**src/rtl/all_pairs_shortest_path_engine_macros.svh**
```systemverilog
// Assertion macros for the all-pairs shortest path engine.
// Depends on nothing. The asserting files include this header.
`ifndef ALL_PAIRS_SHORTEST_PATH_ENGINE_MACROS_SVH
`define ALL_PAIRS_SHORTEST_PATH_ENGINE_MACROS_SVH

// Same-cycle implication, disabled while reset is high.
`define APSP_ASSERT_SAME(lbl, clk, rst, ante, cons) \
   lbl: assert property (@(posedge clk) disable iff (rst) (ante) |-> (cons)) \
      else $error("apsp same-cycle check failed");

// Next-cycle implication, disabled while reset is high.
`define APSP_ASSERT_NEXT(lbl, clk, rst, ante, cons) \
   lbl: assert property (@(posedge clk) disable iff (rst) (ante) |=> (cons)) \
      else $error("apsp next-cycle check failed");

`endif

```
**src/rtl/apsp_pkg.sv**
```systemverilog
// Package of the all-pairs shortest path engine: widths, codes, types.
// Depends on nothing; used by the relaxation unit, the top level and the testbench.
`default_nettype none

package apsp_pkg;

   localparam int MAX_NODES_DEF = 16;
   localparam int NODE_W        = 5;
   localparam int CMD_W         = 2;
   localparam int WEIGHT_W      = 16;
   localparam int DIST_W        = 24;
   localparam int EDGE_W        = 17;

   localparam logic [DIST_W-1:0] UNREACH = 24'hFFFFFF;
   localparam logic [EDGE_W-1:0] NO_EDGE = 17'h1FFFF;

   // Command codes; the last one is not defined and is always rejected.
   localparam logic [CMD_W-1:0] CMD_SET    = 2'd0;
   localparam logic [CMD_W-1:0] CMD_REMOVE = 2'd1;
   localparam logic [CMD_W-1:0] CMD_QUERY  = 2'd2;
   localparam logic [CMD_W-1:0] CMD_UNUSED = 2'd3;

   // Result status codes.
   localparam logic STATUS_OK     = 1'b0;
   localparam logic STATUS_REJECT = 1'b1;

   typedef enum logic [3:0] {
      ST_RESET_CLEAR,
      ST_IDLE,
      ST_CLEAR,
      ST_SRC_INIT,
      ST_RELAX,
      ST_TAIL,
      ST_DECIDE,
      ST_QUERY,
      ST_RESPOND
   } apsp_state_type;

   typedef struct packed {
      logic [CMD_W-1:0]    command;
      logic [NODE_W-1:0]   from_node;
      logic [NODE_W-1:0]   to_node;
      logic [WEIGHT_W-1:0] weight;
   } req_type;

   typedef struct packed {
      logic                status;
      logic [DIST_W-1:0]   distance;
      logic [NODE_W-1:0]   predecessor;
   } rsp_type;

   // Sequencer to relaxation unit.
   typedef struct packed {
      logic src_init;
      logic data_valid;
      logic next_pick;
   } relax_ctl_type;

   // Relaxation unit to sequencer.
   typedef struct packed {
      logic done;
   } relax_sts_type;

endpackage

`default_nettype wire

```
**src/rtl/apsp_relax.sv**
```systemverilog
// Relaxation unit: settled flags, current pick and the running minimum.
// Depends on apsp_pkg; fed from the edge and distance RAM read ports.
`default_nettype none

module apsp_relax
   import apsp_pkg::*;
#(
   parameter int IDX_W = 5
) (
   input  wire logic                     clock,
   input  wire logic                     reset,
   input  wire relax_ctl_type            ctl,
   input  wire logic [IDX_W-1:0]         src,
   input  wire logic [IDX_W-1:0]         dw,
   input  wire logic [EDGE_W-1:0]        edge_q,
   input  wire logic [DIST_W+IDX_W-1:0]  dist_q,
   output logic                          wr_en,
   output logic      [DIST_W+IDX_W-1:0]  wr_data,
   output logic      [IDX_W-1:0]         pick,
   output relax_sts_type                 sts
);

   logic [2**IDX_W-1:0] settled_ff, settled_in;
   logic [IDX_W-1:0]    pick_ff, pick_in, cand_ff, cand_in;
   logic [DIST_W-1:0]   best_ff, best_in, min_ff, min_in;
   logic [DIST_W:0]     sum;
   logic [DIST_W-1:0]   sat, cur_d, new_d;
   logic                unsettled, upd;

   // Saturating sum through the picked node and the compare against the table.
   always_comb begin
      cur_d     = dist_q[DIST_W+IDX_W-1:IDX_W];
      unsettled = !settled_ff[dw];
      sum       = {1'b0, best_ff} + (DIST_W+1)'(edge_q);
      sat       = (sum >= {1'b0, UNREACH}) ? UNREACH : sum[DIST_W-1:0];
      upd       = ctl.data_valid && unsettled && (edge_q != NO_EDGE) && (sat < cur_d);
      new_d     = upd ? sat : cur_d;
      wr_en     = upd;
      wr_data   = {sat, pick_ff};
      pick      = pick_ff;
      sts.done  = (cand_ff == '0);
   end

   // Next values of the search registers.
   always_comb begin
      settled_in = settled_ff;
      pick_in    = pick_ff;
      best_in    = best_ff;
      min_in     = min_ff;
      cand_in    = cand_ff;
      priority if (ctl.src_init) begin
         settled_in      = '0;
         settled_in[src] = 1'b1;
         pick_in         = src;
         best_in         = '0;
         min_in          = UNREACH;
         cand_in         = '0;
      end else if (ctl.next_pick) begin
         if (cand_ff != '0) begin
            settled_in[cand_ff] = 1'b1;
            pick_in             = cand_ff;
            best_in             = min_ff;
            min_in              = UNREACH;
            cand_in             = '0;
         end
      end else if (ctl.data_valid) begin
         // Ascending scan with strict compare keeps the lowest node on a tie.
         if (unsettled && (new_d < min_ff)) begin
            min_in  = new_d;
            cand_in = dw;
         end
      end else begin
         // No control this cycle: the candidate is held.
         cand_in = cand_ff;
      end
   end

   always_ff @(posedge clock) begin
      if (reset) begin
         settled_ff <= '0;
         cand_ff    <= '0;
      end else begin
         settled_ff <= settled_in;
         cand_ff    <= cand_in;
      end
      pick_ff <= pick_in;
      best_ff <= best_in;
      min_ff  <= min_in;
   end

endmodule

`default_nettype wire

```
**config.mk**
```make
export PLATFORM = sky130hd
export DESIGN_NAME = apsp_relax
export DESIGN_NICKNAME = d
export VERILOG_FILES = /design/src/rtl/all_pairs_shortest_path_engine_macros.svh /design/src/rtl/apsp_pkg.sv /design/src/rtl/apsp_relax.sv
export SDC_FILE = /design/constraint.sdc
export NUM_CORES = 1
export LEC_CHECK = 0
export CORE_UTILIZATION = 55
export DETAILED_ROUTE_END_ITERATION = 6
export DONT_BUFFER_PORTS = 1
export GPL_TIMING_DRIVEN = 0
export PLACE_DENSITY = 0.77
export SYNTH_ARGS = -nofsm -noshare
export SYNTH_HDL_FRONTEND = slang
export SYNTH_SLANG_ARGS = --single-unit
```
**constraint.sdc**
```tcl
create_clock -name clock -period 8.9 [get_ports clock]
set_input_delay 1.78 -clock clock [delete_from_list [all_inputs] [get_ports clock]]
set_output_delay 1.78 -clock clock [all_outputs]
set_load 0.03 [all_outputs]
```
==> impl_results.md <==
- Grt total ovfl: 0
- Num CTS Buffers: 9
- Placed inst area: 7050 um^2
- CP Depth: 35
- Area Overhead vs Synth: 13.0%
- Slowest cell on crit path: fa_2
- Sequential share of the synthesized area: a little over a quarter
- Die W: 113 um
- First-pass GRT wire length: around 33000 um
- # setup viols final: 0
- Largest net degree at the start of global routing: 19
- Mapped cell area: a little under 7000 um^2
- Setup Skew: between 0.008 and 0.009 ns
- CTS tree: built
- Post-route minimum period: 8.72 ns
- Reg2Reg Depth: 35
- Residual DRC: 0
- Reg2Reg Setup Slack: 1.26 ns
- Yosys top cell by area: dfxtp_1
- CTS clock-pin slew for the worst setup and hold paths: 0.07 ns
- Ys Warns: 0
- Initial Utilization: a little under three fifths
- Peak VDD IR: 113 uV
- Final nets: 1047
- Hold Path Origin: best_ff[3]$_SDFFE_PP0P_
- N_diodes: 0
- Clk_lat worst skew: roughly 0.36 ns
- Final Cell Area: ~7700 um^2
- Overall global routing resource usage: 33.0%
- WL per Instance: 19.5 um
- Routability cong.: 0.959
- Tcrit/Tclk final: 98.0%
- Primary FF master, synth: dfxtp_1
- Worst setup path endpoint: min_ff[18]$_SDFFE_PP1P_
- Initial antenna violation count: 0
- Non-Filler Instances: 1095
- Row cnt: 40
- CP Capture Type: flip-flop
- Die H: approximately 110 um
- CP max stage delay: 0.48 ns
- Final Hold Viols: 0
- Status: complete, no violations
- P per Cell Area: 148 nW/um^2
- Clk buf depth: 2
- Die area: 12900 um^2
- Reg2reg start: best_ff[0]$_SDFFE_PP0P_
- Drt first-iter violations: 627
- Yosys top cell area share: 24.9%
- Delay-heaviest family, CP: compound AO/OA/AOI/OAI gates
- CTS Hold Bufs: 0
- WHS: 0.460 ns
- Vias in the first global route: 6666
- Critical Path Source: edge_q[0]
- Core footprint: 12100 um^2
- Critical-path maximum fanout: 10
- Maximum capacitance violations: 0
- Clock Sink Count: 90
- Synth unique cells: 64
- # IOs: 97
- CP Class: primary input to flip-flop
- Final Core Density: 63.9%
- Class of the worst hold path: flip-flop to flip-flop
- Vias per std cell: 6.30
- Leak: 0.00333 uW
- Worst EP required: 9.12 ns
- Largest cells by area after synthesis: dfxtp_1 (25%), ha_1 (12%), a21oi_1 (7.4%)
- Startpoint types: primary input
- Detailed Route WL: 21300 um
- Vias: 6903
- Max Fclk: 115 MHz
- R2r endpoint: min_ff[18]$_SDFFE_PP1P_
- CP bufs+invs: 4
- Hpwl dp: 15800 um
- Worst-margin pin slew: 0.909 ns
- CTS root buf: clkbuf_16
- H-Tree Depth: 3
- Setup_tns: 0 ns
- EDFF count, synth: 5
- Placed Instances: about 1.1k
- Synth async-reset ratio: 0%
- Final ANT Viol Nets: 0
- Buffers on Ports: 0
- Slew margin rel.: roughly 39%
- Layout cells sized above 1: 12.2%
- Critical path arrival: 8.95 ns
- Syn nets: around 1k
- Syn Inst Count: 898
- Syn avg cell area: 7.60 um^2
- Max-slew violation count: 0
- Yosys reg bits: 90
- DR pass1 iterations: 5
## worst reg2reg max path: cells and delay by family, from the launching register on
| kind | cells | cell delay, ns |
|---|---|---|
| AND/OR/NAND/NOR | 15 | 2.25 |
| flip-flops | 1 | 0.33 |
| AO/OA/AOI/OAI | 11 | 2.64 |
| XOR/XNOR | 1 | 0.20 |
| adder cells (fa/ha/maj) | 4 | 1.28 |
| buffers and inverters | 4 | 0.81 |
## per-layer routing
metal | GRT usage (%) | routed length [um] | share of wire [%]
met4 | 15.4 | 935 | 4.4
met1 | 39.1 | 8270 | 39
met5 | 0 | 0 | 0
met3 | 6.43 | 1790 | 8.4
met2 | 57.5 | 10300 | 48
## how the worst min path moves through the flow
stage,to,slack (ns),cells past startpoint
2_1_floorplan,best_ff[0]$_SDFFE_PP0P_,0.44,2
3_3_place_gp,best_ff[3]$_SDFFE_PP0P_,0.45,2
3_5_place_dp,best_ff[4]$_SDFFE_PP0P_,0.45,2
4_1_cts,best_ff[4]$_SDFFE_PP0P_,0.46,2
5_1_grt,best_ff[9]$_SDFFE_PP0P_,0.48,2
6_report,best_ff[3]$_SDFFE_PP0P_,0.46,2
## report_power, final
group / leakage [uW] / switching (uW) / internal (uW)
Combinational: 0.00244 / 203 / 111
Clock: 0.000144 / 184 / 197
Sequential: 0.000745 / 17.2 / 426
Total: 0.00333 / 404 / 735
## cells in the final DEF (no fill, tap or decap), drive strengths merged, types with 4 or more instances in the layout
master | netlist | routed
nand3b | 5 | 5
nand4 | 19 | 19
xor2 | 8 | 8
a311oi | 5 | 5
nor2 | 100 | 100
clkbuf | 44 | 50
a21oi | 102 | 102
o21a | 4 | 4
o32a | 14 | 14
buf | 13 | 29
mux2 | 7 | 7
mux4 | 10 | 10
o211ai | 8 | 8
or3 | 5 | 5
dfxtp | 85 | 85
o22ai | 12 | 12
nand3 | 21 | 21
or2 | 4 | 4
o21ai | 30 | 30
a21o | 16 | 16
nand2b | 7 | 7
nor2b | 10 | 10
inv | 55 | 59
edfxtp | 5 | 5
nand2 | 114 | 114
and3 | 5 | 5
and4 | 5 | 5
a211oi | 24 | 24
xnor2 | 10 | 10
nor4 | 4 | 4
nor3 | 31 | 31
nor3b | 6 | 6
ha | 63 | 63
a31oi | 15 | 15
## what timing repair did
action                     4_1_cts  5_1_grt
cloned                           1        1
setup buffers                    5        9
gates resized for setup         40       38
pin swaps                        6       16
setup endpoints to repair       30       29
## cells in the mapped netlist (all sizes together), types with 19 or more instances
cell type / instances
a211oi: 24
a21oi: 102
clkbuf: 44
dfxtp: 85
ha: 63
inv: 55
nand2: 114
nand3: 21
nand4: 19
nor2: 100
nor3: 31
o21ai: 30
## flip-flops by register name (all words and copies together), names as in the netlist
register / cells
min_ff: 24
best_ff: 24
pick: 5
cand_ff: 5
settled_ff: 32
## cells by family after synthesis
kind of cell	Yosys count	share of synthesized area (%)
xor gates and xnor gates	18	2.31
AOI/OAI and AO/OA	253	23.8
and+or+nand+nor	342	23.5
DFF	90	27.1
buffers and inverters	112	6.67
adders and majority gates	64	11.8
muxes	19	4.75
## layout make-up
class,count,area [um^2]
buffer,54,279
inverter,55,206
timing repair buffer,16,125
sequential,90,1850
fill,1071,4350
clock inverter,7,66.3
multi-input combinational,696,4750
tap,168,210
clock buffer,9,225
## per-stage QoR
step           setup WS [ns]  total power, uW
2_1_floorplan         0.0612              667
3_3_place_gp           -1.78              726
3_5_place_dp           -1.83              730
4_1_cts               0.0144             1120
5_1_grt              -0.0907             1190
6_report               0.177             1140
No activity file was read; power rests on OpenSTA's default activity.
